==> config.mk <==
export PLATFORM = sky130hd
export DESIGN_NAME = hamming_codec_31_26
export DESIGN_NICKNAME = d
export VERILOG_FILES = /design/src/sv/hcc_pkg.sv /design/src/sv/hamming_codec_31_26.sv /design/src/sv/hcc_regs.sv /design/src/sv/hcc_stage_in.sv /design/src/sv/hcc_syndrome.sv /design/src/sv/hcc_correct.sv
export SDC_FILE = /design/constraint.sdc
export NUM_CORES = 1
export LEC_CHECK = 0
export ABC_CLOCK_PERIOD_IN_PS = 7640
export BUFFER_PORTS_ARGS = -buffer_cell sky130_fd_sc_hd__buf_4
export CAP_MARGIN = 40
export CORE_ASPECT_RATIO = 0.5
export CORE_MARGIN = 2
export CORE_UTILIZATION = 45
export CTS_BUF_LIST = sky130_fd_sc_hd__clkbuf_4
export DETAILED_ROUTE_END_ITERATION = 12
export GPL_ROUTABILITY_DRIVEN = 0
export PLACE_DENSITY = 0.68
export SYNTH_ARGS = -nofsm -noshare
export SYNTH_HDL_FRONTEND = slang
export SYNTH_SLANG_ARGS = --single-unit
==> constraint.sdc <==
create_clock -name clk -period 7.64 [get_ports clk]
set_clock_uncertainty 0.2 [all_clocks]
set_input_delay 0.764 -clock clk [delete_from_list [all_inputs] [get_ports clk]]
set_output_delay 0.764 -clock clk [all_outputs]
set_load 0.02 [all_outputs]
==> src/sv/hcc_pkg.sv <==
// Shared types, constants and bit-level helpers for the Hamming codec.
package hcc_pkg;

    localparam int CODE_W = 31;
    localparam int SYN_W  = 5;
    localparam int LEN_W  = 5;
    localparam int DBITS_W = 5;
    localparam int APB_ADDR_W = 3;
    localparam int APB_DATA_W = 32;

    // Register map
    localparam logic REG_DATA_BITS = 1'b0;
    localparam logic [DBITS_W-1:0] DATA_BITS_RESET = 5'd4;

    // Operation codes
    localparam logic FUNC_ENCODE = 1'b0;
    localparam logic FUNC_CHECK  = 1'b1;

    typedef struct packed {
        logic              func;
        logic [CODE_W-1:0] payload;
    } hcc_in_t;

    typedef struct packed {
        logic [CODE_W-1:0] codeword;
        logic [SYN_W-1:0]  syndrome;
        logic              error_found;
        logic              uncorrectable;
    } hcc_out_t;

    // Work carried between pipeline stages
    typedef struct packed {
        logic              func;
        logic [LEN_W-1:0]  len;
        logic [CODE_W-1:0] word;
        logic [SYN_W-1:0]  syn;
    } hcc_stage_t;

    // Data bit k lands on the k-th position that is not a power of two
    function automatic logic [CODE_W-1:0] scatter_data(input logic [CODE_W-1:0] d);
        logic [CODE_W-1:0] w;
        int k;
        w = '0;
        k = 0;
        for (int p = 1; p <= CODE_W; p++)
        begin
            if ((p & (p - 1)) != 0)
            begin
                w[p-1] = d[k];
                k++;
            end
        end
        return w;
    endfunction

    // Positions 1..len kept, the rest cleared
    function automatic logic [CODE_W-1:0] len_mask(input logic [LEN_W-1:0] len);
        logic [CODE_W-1:0] m;
        for (int i = 0; i < CODE_W; i++)
        begin
            m[i] = (LEN_W'(i) < len);
        end
        return m;
    endfunction

    // XOR of the indices of all set positions
    function automatic logic [SYN_W-1:0] syndrome_of(input logic [CODE_W-1:0] w);
        logic [SYN_W-1:0] s;
        s = '0;
        for (int p = 1; p <= CODE_W; p++)
        begin
            if (w[p-1])
            begin
                s = s ^ SYN_W'(p);
            end
        end
        return s;
    endfunction

endpackage

==> src/sv/hamming_codec_31_26.sv <==
// Hamming (31,26) single-error-correcting codec, top level.
//
// Input channel in_valid/in_stall/in_data carries func and payload: func
// selects encode (data bit k at bit k) or check (codeword position i at
// bit i-1). Output channel out_valid/out_stall/out_data returns the
// codeword, syndrome, error_found and uncorrectable for each transfer.
// The APB port holds data_bits at byte address 0; it sets the codeword
// length. The user writes it only while no transfer is in flight; the block itself does not enforce this.
//
// Each transfer passes through the stage 1 and stage 2 registers into the
// output register, where out_valid rises. Stage 1 scatters and masks,
// stage 2 runs the syndrome XOR tree, stage 3 inserts parity or flips the
// named bit into the output register.
// Throughput is one transfer per cycle when the receiver does not stall.
//
// Reset clears all stage valid bits and sets data_bits to 4 (length 7).
// When out_stall is high the output register holds; the stages behind it
// keep filling bubbles, and in_stall rises only once all three are full.
module hamming_codec_31_26 #(
    parameter int MAX_CODE_BITS = 31
) (
    input  logic                           clk,
    input  logic                           rst_n,
    input  logic                           in_valid,
    output logic                           in_stall,
    input  hcc_pkg::hcc_in_t               in_data,
    output logic                           out_valid,
    input  logic                           out_stall,
    output hcc_pkg::hcc_out_t              out_data,
    input  logic                           psel,
    input  logic                           penable,
    input  logic                           pwrite,
    input  logic [hcc_pkg::APB_ADDR_W-1:0] paddr,
    input  logic [hcc_pkg::APB_DATA_W-1:0] pwdata,
    output logic [hcc_pkg::APB_DATA_W-1:0] prdata,
    output logic                           pready
);
    import hcc_pkg::*;

    logic [LEN_W-1:0] code_len;
    logic             s1_valid;
    logic             s2_valid;
    hcc_stage_t       s1_stage;
    hcc_stage_t       s2_stage;
    logic             en1;
    logic             en2;
    logic             en3;

    // Stage loads when empty or when the stage ahead moves on
    assign en3      = !out_valid || !out_stall;
    assign en2      = !s2_valid || en3;
    assign en1      = !s1_valid || en2;
    assign in_stall = !en1;

    hcc_regs #(
        .MAX_CODE_BITS (MAX_CODE_BITS)
    ) u_regs (
        .clk      (clk),
        .rst_n    (rst_n),
        .psel     (psel),
        .penable  (penable),
        .pwrite   (pwrite),
        .paddr    (paddr),
        .pwdata   (pwdata),
        .prdata   (prdata),
        .pready   (pready),
        .code_len (code_len)
    );

    hcc_stage_in u_stage_in (
        .clk      (clk),
        .rst_n    (rst_n),
        .en       (en1),
        .in_valid (in_valid),
        .in_data  (in_data),
        .code_len (code_len),
        .valid    (s1_valid),
        .stage    (s1_stage)
    );

    hcc_syndrome u_syndrome (
        .clk      (clk),
        .rst_n    (rst_n),
        .en       (en2),
        .valid_in (s1_valid),
        .stage_in (s1_stage),
        .valid    (s2_valid),
        .stage    (s2_stage)
    );

    hcc_correct u_correct (
        .clk       (clk),
        .rst_n     (rst_n),
        .en        (en3),
        .valid_in  (s2_valid),
        .stage_in  (s2_stage),
        .out_valid (out_valid),
        .out_data  (out_data)
    );

    // Input backs up only when every stage is full and the output stalls
    a_stall_full: assert property (@(posedge clk) disable iff (!rst_n)
        in_stall |-> (s1_valid && s2_valid && out_valid && out_stall))
        else $error("in_stall raised with room in the pipeline");

    // error_found tracks a nonzero syndrome
    a_found_syn: assert property (@(posedge clk) disable iff (!rst_n)
        out_valid |-> (out_data.error_found == (out_data.syndrome != '0)))
        else $error("error_found disagrees with syndrome");

    // uncorrectable is a subset of error_found
    a_bad_found: assert property (@(posedge clk) disable iff (!rst_n)
        (out_valid && out_data.uncorrectable) |-> out_data.error_found)
        else $error("uncorrectable without error_found");

    // A stage 2 item is never dropped while the output stage is stalled
    a_s2_hold: assert property (@(posedge clk) disable iff (!rst_n)
        (s2_valid && !en3) |=> (s2_valid && $stable(s2_stage)))
        else $error("stage 2 item lost during stall");

endmodule

==> src/sv/hcc_regs.sv <==
// Configuration register file and codeword length decode.
module hcc_regs #(
    parameter int MAX_CODE_BITS = 31
) (
    input  logic                           clk,
    input  logic                           rst_n,
    input  logic                           psel,
    input  logic                           penable,
    input  logic                           pwrite,
    input  logic [hcc_pkg::APB_ADDR_W-1:0] paddr,
    input  logic [hcc_pkg::APB_DATA_W-1:0] pwdata,
    output logic [hcc_pkg::APB_DATA_W-1:0] prdata,
    output logic                           pready,
    output logic [hcc_pkg::LEN_W-1:0]      code_len
);
    import hcc_pkg::*;

    localparam logic [LEN_W-1:0] MAX_LEN = LEN_W'(MAX_CODE_BITS);

    logic [DBITS_W-1:0] data_bits_reg;
    logic [DBITS_W-1:0] data_bits_next;
    logic               wr_en;
    logic               reg_sel;

    function automatic logic [LEN_W-1:0] code_length(input logic [DBITS_W-1:0] db);
        logic [DBITS_W-1:0] d;
        logic [LEN_W-1:0]   len;
        d = db;
        if (d == '0)
        begin
            d = 5'd1;
        end
        if (d > 5'd26)
        begin
            d = 5'd26;
        end
        if (d == 5'd1)
        begin
            len = 5'd3;
        end
        else if (d < 5'd5)
        begin
            len = d + 5'd3;
        end
        else if (d < 5'd12)
        begin
            len = d + 5'd4;
        end
        else
        begin
            len = d + 5'd5;
        end
        if (len > MAX_LEN)
        begin
            len = MAX_LEN;
        end
        return len;
    endfunction

    // Word decode: register index is the byte address over four
    assign reg_sel = paddr[2];
    assign wr_en   = psel && penable && pwrite;
    assign pready  = 1'b1;

    always_comb
    begin
        data_bits_next = data_bits_reg;
        if (wr_en && reg_sel == REG_DATA_BITS)
        begin
            data_bits_next = pwdata[DBITS_W-1:0];
        end
    end

    always_ff @(posedge clk or negedge rst_n)
    begin
        if (!rst_n)
        begin
            data_bits_reg <= DATA_BITS_RESET;
        end
        else
        begin
            data_bits_reg <= data_bits_next;
        end
    end

    // Read back
    always_comb
    begin
        prdata = '0;
        if (reg_sel == REG_DATA_BITS)
        begin
            prdata = {{(APB_DATA_W-DBITS_W){1'b0}}, data_bits_reg};
        end
    end

    assign code_len = code_length(data_bits_reg);

endmodule

==> src/sv/hcc_stage_in.sv <==
// Stage 1: data scatter for encode, length masking for both operations.
module hcc_stage_in (
    input  logic                       clk,
    input  logic                       rst_n,
    input  logic                       en,
    input  logic                       in_valid,
    input  hcc_pkg::hcc_in_t           in_data,
    input  logic [hcc_pkg::LEN_W-1:0]  code_len,
    output logic                       valid,
    output hcc_pkg::hcc_stage_t        stage
);
    import hcc_pkg::*;

    logic        valid_reg;
    hcc_stage_t  stage_reg;
    hcc_stage_t  stage_next;
    logic [CODE_W-1:0] mask;

    assign mask = len_mask(code_len);

    always_comb
    begin
        stage_next.func = in_data.func;
        stage_next.len  = code_len;
        stage_next.syn  = '0;
        if (in_data.func == FUNC_ENCODE)
        begin
            stage_next.word = scatter_data(in_data.payload) & mask;
        end
        else
        begin
            stage_next.word = in_data.payload & mask;
        end
    end

    always_ff @(posedge clk or negedge rst_n)
    begin
        if (!rst_n)
        begin
            valid_reg <= 1'b0;
        end
        else if (en)
        begin
            valid_reg <= in_valid;
        end
    end

    always_ff @(posedge clk)
    begin
        if (en)
        begin
            stage_reg <= stage_next;
        end
    end

    assign valid = valid_reg;
    assign stage = stage_reg;

endmodule

==> src/sv/hcc_syndrome.sv <==
// Stage 2: syndrome XOR tree over the masked word.
module hcc_syndrome (
    input  logic                clk,
    input  logic                rst_n,
    input  logic                en,
    input  logic                valid_in,
    input  hcc_pkg::hcc_stage_t stage_in,
    output logic                valid,
    output hcc_pkg::hcc_stage_t stage
);
    import hcc_pkg::*;

    logic       valid_reg;
    hcc_stage_t stage_reg;
    hcc_stage_t stage_next;

    always_comb
    begin
        stage_next     = stage_in;
        stage_next.syn = syndrome_of(stage_in.word);
    end

    always_ff @(posedge clk or negedge rst_n)
    begin
        if (!rst_n)
        begin
            valid_reg <= 1'b0;
        end
        else if (en)
        begin
            valid_reg <= valid_in;
        end
    end

    always_ff @(posedge clk)
    begin
        if (en)
        begin
            stage_reg <= stage_next;
        end
    end

    assign valid = valid_reg;
    assign stage = stage_reg;

endmodule

==> src/sv/hcc_correct.sv <==
// Stage 3: parity insert or single-bit correction, into the output register.
module hcc_correct (
    input  logic                clk,
    input  logic                rst_n,
    input  logic                en,
    input  logic                valid_in,
    input  hcc_pkg::hcc_stage_t stage_in,
    output logic                out_valid,
    output hcc_pkg::hcc_out_t   out_data
);
    import hcc_pkg::*;

    logic              valid_reg;
    hcc_out_t          out_reg;
    hcc_out_t          out_next;
    logic [CODE_W-1:0] parity;
    logic [CODE_W-1:0] flip;
    logic              found;
    logic              bad;

    // Parity bits land on positions 1, 2, 4, 8, 16 inside the length
    always_comb
    begin
        parity = '0;
        for (int t = 0; t < SYN_W; t++)
        begin
            if (stage_in.syn[t] && (LEN_W'(1 << t) <= stage_in.len))
            begin
                parity[(1 << t) - 1] = 1'b1;
            end
        end
    end

    // Correction: one-hot flip of the named position when it lies inside the length
    always_comb
    begin
        found = (stage_in.syn != '0);
        bad   = found && (stage_in.syn > stage_in.len);
        flip  = '0;
        if (found && !bad)
        begin
            flip = CODE_W'(1) << (stage_in.syn - SYN_W'(1));
        end
    end

    always_comb
    begin
        if (stage_in.func == FUNC_CHECK)
        begin
            out_next.codeword      = stage_in.word ^ flip;
            out_next.syndrome      = stage_in.syn;
            out_next.error_found   = found;
            out_next.uncorrectable = bad;
        end
        else
        begin
            out_next.codeword      = stage_in.word | parity;
            out_next.syndrome      = '0;
            out_next.error_found   = 1'b0;
            out_next.uncorrectable = 1'b0;
        end
    end

    always_ff @(posedge clk or negedge rst_n)
    begin
        if (!rst_n)
        begin
            valid_reg <= 1'b0;
        end
        else if (en)
        begin
            valid_reg <= valid_in;
        end
    end

    always_ff @(posedge clk)
    begin
        if (en)
        begin
            out_reg <= out_next;
        end
    end

    assign out_valid = valid_reg;
    assign out_data  = out_reg;

endmodule

==> results of run 1 <==
layout by cell type (no fill, tap or decap), drive strengths merged, types with 7 or more instances in the layout:
cell	Yosys	layout
dfrtp	7	7
a21oi	13	13
nor3	20	20
xnor2	55	55
nor2b	9	9
nor2	42	42
nand3	11	11
nand2	32	32
xor2	27	27
o21ai	10	10
inv	16	18
mux2i	30	30
edfxtp	117	117
ha	11	11
buf	36	92
conb	2	28
clkbuf	9	18
a211oi	10	10
timing repair:
action                                  in CTS  in global routing
hold buffers                                 1                  0
endpoints found under the setup margin       0                  0
buffers inserted                             0                  0
hold endpoints to repair                     7                  0
report_power, final:
part	leakage [nW]	total [mW]	internal, mW	switching (mW)
clock	0.169	0.512	0.264	0.248
combinational	1.57	1.12	0.492	0.626
sequential	1.34	1.19	1.03	0.164
total	3.08	2.82	1.79	1.04
worst max-delay path by stage:
stage / slack [ps] / from / end / cells after the start
final: 3820 / u_regs.data_bits_reg[3] / u_stage_in.stage[8] / 9
after global routing: 3580 / u_regs.data_bits_reg[3] / u_stage_in.stage[8] / 9
after CTS: 3820 / u_regs.data_bits_reg[3] / u_stage_in.stage[8] / 9
after detailed placement: 3860 / u_regs.data_bits_reg[3] / u_stage_in.stage[8] / 9
after global placement: 3970 / u_regs.data_bits_reg[3] / u_stage_in.stage[8] / 9
after floorplan: 4280 / out_stall / in_stall / 2
layout make-up:
class,count,area share (%)
clock buffer,18,1.79
clock inverter,14,2.55
inverter,17,0.844
multi-input combinational,359,33.1
sequential,125,49.1
tap,192,3.18
timing repair buffer,93,9.44
worst reg2reg max path, delay by kind of cell (launching register included):
| family | cells | cell delay [ps] |
|---|---|---|
| fa+ha+maj | 1 | 250 |
| compound gates | 5 | 1360 |
| mux | 1 | 330 |
| flops | 1 | 780 |
| simple gates | 1 | 470 |
| buf+inv | 1 | 180 |
cells by family after synthesis:
kind of cell    Yosys count  share of synthesized area [%]
xor+xnor                 82                           11.1
other cells               2                          0.116
fa+ha+maj                12                           2.30
compound gates           56                           6.68
flops                   125                           57.5
mux                      36                           5.69
buf+inv                  62                           5.48
simple gates            145                           11.2
metal layers:
metal	vias to the layer above	global-route usage [%]
li1	1998	-
met1	1887	25.7
met2	164	25.8
met3	15	4.25
met4	0	6.55
met5	-	0
cells in the mapped netlist (2+ instances only):
| library cell | instances |
|---|---|
| a211oi_1 | 6 |
| a211oi_2 | 4 |
| a21o_1 | 2 |
| a21oi_1 | 11 |
| a21oi_2 | 2 |
| a31oi_1 | 2 |
| a41oi_1 | 3 |
| and2_1 | 5 |
| and3_1 | 3 |
| buf_2 | 7 |
| buf_4 | 28 |
| clkbuf_1 | 9 |
| conb_1 | 2 |
| dfrtp_1 | 7 |
| edfxtp_1 | 117 |
| ha_1 | 11 |
| inv_1 | 15 |
| mux2_2 | 6 |
| mux2i_1 | 30 |
| nand2_1 | 32 |
| nand2b_1 | 6 |
| nand3_1 | 10 |
| nand3b_1 | 3 |
| nand4_1 | 3 |
| nor2_1 | 42 |
| nor2b_1 | 9 |
| nor3_1 | 19 |
| nor3b_1 | 2 |
| nor4_1 | 2 |
| o21ai_0 | 7 |
| o21ai_2 | 2 |
| o311a_1 | 2 |
| xnor2_1 | 55 |
| xor2_1 | 27 |
through the flow:
step | instance area (sq um) | hold WS (ps) | worst slack, ps | power, mW
6_report | 7560 | 232 | 3820 | 2.82
5_1_grt | 7560 | 206 | 3580 | 2.99
4_1_cts | 7560 | 201 | 3820 | 2.83
3_5_place_dp | 7220 | 211 | 3860 | 2.32
3_3_place_gp | 7200 | 205 | 3970 | 2.30
2_1_floorplan | 6560 | 200 | 4280 | 2.02
==> reports/qor.csv, run 1 <==
stage;metric;value;unit
status;outcome;finished clean;
setup_path;family with the most delay on the worst path;compound AO/OA/AOI/OAI gates;
timing;Max Clock Freq;0.262;GHz
finish;total area of sequential cells;0.00371;sq mm
timing;RSZ-0062 raised after global routing;false;
grt;first-pass GRT wire length;20400;microns
finish;# diodes;0;
floorplan;Die W;174;microns
timing;setup TNS;0;ps
yosys;Synth area leaders;edfxtp_1 (54%), xnor2_1 (7.5%), mux2i_1 (4.6%);
finish;area of the multi-input gates;0.00250;sq mm
setup_path;Buf+Inv Stages, Crit Path;1;
timing;Final Max Slew Viols;0;
setup_path;FF-to-FF setup slack;3820;ps
hold_path;Min-Delay Path Class;register to register;
finish;non-filler cells in the finished layout;818;
setup_path;CP max-delay cell;dfrtp_1;
clock_network;clock latency on the worst-skew pair;500;ps
setup_path;crit path cell chain;o21ai_0 > a21o_1 > ha_1 > a41oi_1 > o2bb2ai_1 > mux2_2 > nand2_1 > inv_1 > o311a_1;
drt;wire length on met2;5560;microns
clock_network;clock root cell;clkbuf_4;
job;max-cap viol count;0;
power;worst IR drop on VDD;156;uV
yosys;Synth Flop Type;edfxtp_1;
yosys;cell area after synthesis;0.00646;sq mm
timing;max_slew headroom;35.4;%
grt;gr usage total;17.7;%
setup_path;FF-to-FF Start;u_regs.data_bits_reg[3];
placement;dpl cells;785;
timing;final setup fails;0;
setup_path;WS Path Type;register to register;
power;Power Density;374;mW/mm^2
yosys;cell taking the most area after synthesis;edfxtp_1;
yosys;Cell variety after synth;63;
floorplan;Initial Util;46.9;%
finish;final core area utilization;54.9;%
clock_network;CTS tree;done;
placement;# port buffers;89;
timing;Worst Tran Pin Value;956;ps
drt;post-route ant nets;0;
floorplan;top-level port count;147;
setup_path;worst path required time;7700;ps
setup_path;critical path's largest stage delay;780;ps
grt;initial antenna violation count;0;
setup_path;Worst Path Arrival;3880;ps
clock_network;clk sink count;125;
setup_path;CP max FO;20;
placement;Post-DP HPWL;9890;microns
drt;routed length per instance;16.1;microns
hold_path;HP Start;u_stage_in.stage[40];
finish;layout cells sized above 1;23.8;%
power;leak pwr;3.08;nW
timing;clock period minus final worst setup slack;3820;ps
setup_path;Critical Path Sink Type;register;
timing;period utilisation layout;50.0;%
timing;Final Hold Fails;0;
floorplan;Die Height;88.8;microns
yosys;post-synth top area share;54.3;%
yosys;synth warn;0;
hold_path;worst hold endpoint;u_syndrome.stage[40];
finish;Layout area overhead;16.9;%
grt;vias in the first global route;3774;
yosys;sequential element share of the synthesized area;57.5;%
setup_path;Worst Reg-to-Reg Cells;9;
drt;Vias/cell;4.97;
drt;Top Metal Used;met4;
clock_network;H-Tree Depth;4;
drt;WL final;13200;microns
finish;Largest register FFs;42;
drt;wire length on met3;899;microns
clock_network;clk slew on worst S/H paths;110;ps
yosys;Post-Synthesis Cells;520;
drt;initial DRC count;281;
drt;Metal-1 WL;6590;microns
drt;drt first pass iters;4;
grt;total gr overflow;0;
finish;FILL cells;1204;
yosys;flops & latches, synth;125;
setup_path;worst r2r dst;u_stage_in.stage[8];
floorplan;core box area;0.0138;sq mm
floorplan;FP Rows;30;
clock_network;clk buf depth;2;
clock_network;Num CTS Buffers;17;
hold_path;Hold Path Depth;0;
yosys;Async SR Flop Fraction;6.40;%
grt;pin count of the biggest net entering global routing;39;
floorplan;Die ar.;0.0154;sq mm
finish;final net count;698;
drt;total number of vias;4064;
yosys;number of synthesized flops with an enable pin;117;
clock_network;post-CTS sizing;0;
yosys;Post-Syn Area per Cell;12.4;sq um
drt;DRC;0;
setup_path;Worst setup SP type;register;
Power figures use the tool's default switching activity.
==> run 2, diff against run 1 <==
- ABC_CLOCK_PERIOD_IN_PS: 7640 -> 3200
- PLACE_DENSITY: 0.68 -> 0.71
- clock period: 7.64 -> 3.2 ns (I/O delays scaled with it)
==> run 2 against run 1 <==
Effect of this change:
- clock power grew 95%
- global-route usage grew 0.78 points
- core utilization grew 2.6 points
- combinational power grew to 2.6 times the previous value
- sequential power grew 130%
- sequential share of layout area shrank 2.2 points
- setup slack lost 3600 ps
- via count grew 6.4%
- largest power group is now combinational cells
==> reports/qor.csv, run 2 (synthesis gave the netlist of run 1 again) <==
stage;metric;value;unit
status;outcome;finished clean;
grt;gr usage total;18.4;%
setup_path;worst path required time;3270;ps
clock_network;clk buf depth;2;
finish;Largest register FFs;42;
floorplan;top-level port count;147;
power;Power Density;843;mW/mm^2
setup_path;Worst Path Arrival;3080;ps
timing;final setup fails;0;
clock_network;clk slew on worst S/H paths;120;ps
setup_path;Critical Path Sink Type;register;
placement;pre-CTS setup slack;227;ps
hold_path;HP Start;in_data[18];
clock_network;clock root cell;clkbuf_4;
floorplan;FP Rows;30;
clock_network;H-Tree Depth;4;
clock_network;clock latency on the worst-skew pair;510;ps
clock_network;Num CTS Buffers;17;
setup_path;worst setup path startpoint;u_regs.data_bits_reg[2];
floorplan;Die W;174;microns
floorplan;core box area;0.0138;sq mm
finish;Layout area overhead;22.5;%
drt;post-route ant nets;0;
hold_path;Min-Delay Path Class;primary input to register;
timing;setup TNS;0;ps
drt;routed length per instance;15.8;microns
power;worst IR drop on VDD;377;uV
clock_network;CTS tree;done;
setup_path;FF-to-FF Start;u_regs.data_bits_reg[2];
setup_path;crit path cell chain;nor3_1 > nor2_1 > nor2_1 > a21o_1 > ha_1 > maj3_2 > o221a_1 > or2_2 > o21ai_2 > a211oi_2;
floorplan;Die ar.;0.0154;sq mm
grt;first-pass GRT wire length;21300;microns
timing;Max Clock Freq;0.332;GHz
finish;most frequent cells in the layout;edfxtp_1 (117), buf_4 (106), xnor2_1 (55), nor2_1 (42), dlygate4sd3_1 (34);
floorplan;Die Height;88.8;microns
timing;Final Max Slew Viols;0;
drt;Vias/cell;5.00;
setup_path;cell mode on critical path;nor2_1;
grt;initial antenna violation count;0;
grt;total gr overflow;0;
finish;layout cells sized above 1;24.1;%
grt;vias in the first global route;4091;
power;leak pwr;3.24;nW
drt;WL final;13700;microns
drt;initial DRC count;273;
setup_path;CP max FO;6;
drt;DRC;0;
timing;max_slew headroom;38.7;%
finish;# diodes;0;
placement;# port buffers;89;
timing;period utilisation layout;94.2;%
drt;total number of vias;4323;
drt;drt first pass iters;4;
job;max-cap viol count;0;
clock_network;Post CTS Setup Buffer Count;0;
setup_path;critical path's largest stage delay;580;ps
grt;pin count of the biggest net entering global routing;44;
timing;Final Hold Fails;0;
finish;commonest non-fill, non-tap cell in the layout;edfxtp_1;
timing;Worst Tran Pin Value;908;ps
setup_path;Worst setup SP type;register;
finish;final net count;745;
placement;Post-DP HPWL;10100;microns
setup_path;WS Path Type;register to register;
timing;clock period minus final worst setup slack;3010;ps
floorplan;Initial Util;46.9;%
clock_network;clk sink count;125;
timing;Final Worst Setup Slack;187;ps
setup_path;CP max-delay cell;dfstp_2;
timing;RSZ-0062 raised after global routing;false;
setup_path;FF-to-FF setup slack;190;ps
run 2: cell type report:
| class | count | area (sq um) |
|---|---|---|
| fillers | 1154 | 5860 |
| flip-flops and latches | 125 | 3710 |
| multi-input cells | 359 | 2500 |
| repair buffers | 140 | 1140 |
| well taps | 192 | 240 |
| clock buffers | 18 | 135 |
| clock inverters | 14 | 121 |
| inverters | 17 | 63.8 |
run 2: through the flow:
stage	std cells	total power [mW]	util, %	hold slack, ps	area, sq um
final	865	6.67	57.5	57.4	7920
after global routing	865	7.07	57.5	0.589	7920
after CTS	864	6.69	57.3	8.77	7900
after detailed placement	799	5.66	53.1	-50.5	7310
after global placement	799	5.59	53.1	-57.3	7310
after floorplan	546	4.82	-	-176	6560
run 2: timing repair:
item	in CTS	in global routing
hold buffers	33	1
resized for setup	0	1
endpoints found under the hold margin	33	1
setup endpoints to repair	0	2
run 2: final timing paths:
kind | cells after the start | to
worst max-delay path | 10 | u_stage_in.stage[21]
worst min-delay path | 3 | u_stage_in.stage[28]
worst max register to register | 10 | u_stage_in.stage[21]
worst min register to register | 0 | u_syndrome.stage[39]
max in group asynchronous | 3 | u_correct.out_valid
min in group asynchronous | 2 | u_regs.data_bits_reg[2]
run 2: per-layer routing:
layer | routed length [microns] | global-route usage [%] | vias up
li1 | - | - | 2084
met1 | 6490 | 25.4 | 2036
met2 | 6040 | 28.7 | 178
met3 | 917 | 4.68 | 25
met4 | 216 | 6.70 | 0
met5 | 0 | 0 | -
run 2: power by group:
part	internal, mW	switching, mW
registers	2.46	0.311
logic	1.29	1.61
clock network	0.391	0.606
run 2: critical path: cells and delay by family, from the launching register on:
kind	cells	cell delay [ps]
compound gates	4	870
flops	1	580
fa+ha+maj	2	560
simple gates	4	550
==> run 3, diff against run 2 <==
- ABC_AREA: unset -> 1
==> run 3 against run 2 <==
Effect of this change:
- core utilization is 2.1 points lower
- highest routed layer unchanged
- fmax is 1.1% higher
- critical endpoint is now u_stage_in.stage[14]
- critical path type unchanged
- largest power group unchanged
- synthesized area is 3.1% higher
- sequential power is 2% higher
==> reports/qor.csv, run 3 <==
stage;metric;value;unit
yosys;cell area after synthesis;0.00667;sq mm
drt;WL final;14100;microns
placement;# port buffers;89;
drt;DRC;0;
placement;pre-CTS setup slack;312;ps
power;worst IR drop on VDD;394;uV
placement;Cell Area, Placed;0.00749;sq mm
job;max-cap viol count;0;
timing;Worst Tran Pin Value;720;ps
setup_path;CP max FO;9;
yosys;Post-synth top cells;edfxtp_1 (117), nand2_1 (111), xnor2_1 (71), nor2_1 (65), inv_1 (64);
yosys;Simple-Gate Fraction of Synth Area;16.8;%
finish;layout cells sized above 1;20.6;%
setup_path;CP max-delay cell;dfstp_2;
setup_path;worst path required time;3250;ps
timing;max_slew headroom;51.9;%
clock_network;clk buf depth;2;
timing;period utilisation layout;93.1;%
grt;initial antenna violation count;0;
power;sw power;2.64;mW
clock_network;clk sink count;125;
setup_path;Worst Path Arrival;3030;ps
grt;pin count of the biggest net entering global routing;44;
grt;vias in the first global route;4317;
clock_network;clock latency on the worst-skew pair;500;ps
clock_network;Num CTS Buffers;17;
yosys;largest family of logic cells by synthesized area;simple AND/OR/NAND/NOR gates;
floorplan;top-level port count;147;
clock_network;CTS tree;done;
timing;Final Max Slew Viols;0;
grt;gr usage total;18.4;%
power;Gate power share;42.3;%
yosys;top-count cell post-synth;edfxtp_1;
setup_path;Worst Reg-to-Reg Cells;14;
floorplan;core box area;0.0145;sq mm
setup_path;crit path cell chain;nor2_1 > nor2_2 > nand2_2 > nand2_1 > inv_1 > ha_1 > nand3_2 > o21ai_0 > a21oi_2 > nand2_4 > nor2_2 > nand3_1 > nand2_1 > nor2_1;
power;Power Density;869;mW/mm^2
grt;total gr overflow;0;
yosys;post-synthesis mux area share;1.05;%
yosys;post-synth top area share;52.7;%
floorplan;Initial Util;46.1;%
timing;Max Clock Freq;0.336;GHz
clock_network;clk slew on worst S/H paths;110;ps
yosys;number of synthesized flops with an enable pin;117;
timing;Final Hold Fails;0;
hold_path;Min-Delay Path Class;primary input to register;
floorplan;Die Height;90.1;microns
yosys;Cell variety after synth;36;
timing;Final Worst Setup Slack;219;ps
power;Switching Share;38.0;%
yosys;flops & latches, synth;125;
finish;most frequent cells in the layout;edfxtp_1 (117), nand2_1 (110), buf_4 (93), xnor2_1 (71), nor2_1 (64);
clock_network;H-Tree Depth;4;
finish;Design Area, Final;0.00802;sq mm
finish;# diodes;0;
finish;commonest non-fill, non-tap cell in the layout;edfxtp_1;
finish;final net count;849;
power;sequential power share;40.6;%
drt;post-route ant nets;0;
yosys;sequential element share of the synthesized area;55.7;%
setup_path;WS Path Type;register to register;
clock_network;clock root cell;clkbuf_4;
setup_path;Critical Path Sink Type;register;
power;leak pwr;3.47;nW
finish;Largest register FFs;42;
power;Clock power frac;17.1;%
yosys;Post-Synthesis Cells;644;
placement;Post-DP HPWL;10600;microns
setup_path;critical path's largest stage delay;620;ps
hold_path;Hold Path Depth;3;
floorplan;FP Rows;31;
grt;first-pass GRT wire length;22600;microns
timing;final setup fails;0;
drt;Vias/cell;4.78;
setup_path;Worst setup SP type;register;
yosys;Synth Flop Type;edfxtp_1;
floorplan;Die ar.;0.0159;sq mm
drt;routed length per instance;14.4;microns
yosys;synth warn;0;
yosys;Post-Synth XOR/XNOR Area;12.3;%
finish;Layout area overhead;20.2;%
yosys;Compound-Gate Fraction of Synth Area;4.22;%
yosys;Post-Syn Area per Cell;10.4;sq um
yosys;Async SR Flop Fraction;6.40;%
timing;clock period minus final worst setup slack;2980;ps
drt;total number of vias;4660;
drt;initial DRC count;265;
floorplan;Die W;176;microns
status;outcome;finished clean;
power;Int Power;4.32;mW
yosys;Synth Area in Adders;2.06;%
yosys;cell taking the most area after synthesis;edfxtp_1;
drt;drt first pass iters;5;
yosys;Synth area leaders;edfxtp_1 (53%), xnor2_1 (9.3%), nand2_1 (6.3%);
==> run 3: cell count changes after synthesis, moves of 7 or more <==
| cell | change |
|---|---|
| a21oi_1 | +11 |
| inv_1 | +49 |
| mux2i_1 | -23 |
| nand2_1 | +79 |
| nand3_1 | +27 |
| nand3_2 | +7 |
| nor2_1 | +23 |
| nor2b_1 | -9 |
| nor3_1 | -11 |
| o21ai_0 | +7 |
| xnor2_1 | +16 |
==> run 3: path summary, 6_finish.rpt <==
path	from	end	slack, ps
setup reg to reg	u_regs.data_bits_reg[2]	u_stage_in.stage[14]	220
hold reg to reg	u_stage_in.stage[38]	u_syndrome.stage[38]	230
max in group asynchronous	rst_n	u_correct.out_valid	1870
hold / removal	in_data[14]	u_stage_in.stage[19]	50
setup / recovery	u_regs.data_bits_reg[2]	u_stage_in.stage[14]	220
min in group asynchronous	rst_n	u_regs.data_bits_reg[2]	80
==> run 3: final cells by class <==
class                           instances  area, sq um
Inverter                               70          270
Tap cell                              198          248
Timing Repair Buffer                  113          898
Clock inverter                         12          170
Multi-Input combinational cell        437         2570
Fill cell                            1199         6450
Sequential cell                       125         3710
Clock buffer                           19          143
==> run 3: cell families after synthesis <==
kind of cell,after synthesis
other,2
AOI/OAI and AO/OA,49
DFF,125
adders and majority gates,11
muxes,7
and+or+nand+nor,248
xor gates and xnor gates,94
buffers and inverters,108
==> run 3: metrics by stage <==
step	std cells	TNS [ps]	utilization, %	hold slack, ps	total power [mW]
6_report	974	0	55.4	50.0	6.96
3_5_place_dp	923	0	51.8	-52.5	5.77
4_1_cts	974	0	55.3	1.07	6.99
2_1_floorplan	670	0	-	-176	4.98
5_1_grt	974	-6.43	55.4	27.8	7.42
3_3_place_gp	923	0	51.8	-56.0	5.68
==> run 3: power by group through the flow <==
stage	Clock (mW)	Sequential [mW]	Combinational, mW
final	1.19	2.83	2.94
after global routing	1.28	2.89	3.25
after CTS	1.21	2.83	2.94
after detailed placement	0	2.87	2.90
after global placement	0	2.85	2.83
after floorplan	0	2.90	2.08
==> run 3: repair_timing <==
item	4_1_cts	5_1_grt
buffers inserted	0	0
gates resized for setup	0	2
endpoints found under the hold margin	25	0
hold buffers	20	0
endpoints found under the setup margin	0	1
==> run 3: per-layer routing <==
metal | share of wire [%] | vias up | track usage (%) | wire length (microns)
li1 | - | 2309 | - | -
met1 | 47 | 2185 | 25.5 | 6610
met2 | 46 | 150 | 28.4 | 6410
met3 | 6.3 | 16 | 4.65 | 879
met4 | 1.1 | 0 | 5.85 | 157
met5 | 0 | - | 0 | 0
==> run 3: worst max-delay path, delay by kind of cell, from the launching register on <==
family,cells,cell delay (ps)
AO/OA/AOI/OAI,2,350
adder cells (fa/ha/maj),1,210
buffers and inverters,1,80
flip-flops,1,620
AND/OR/NAND/NOR,10,1260
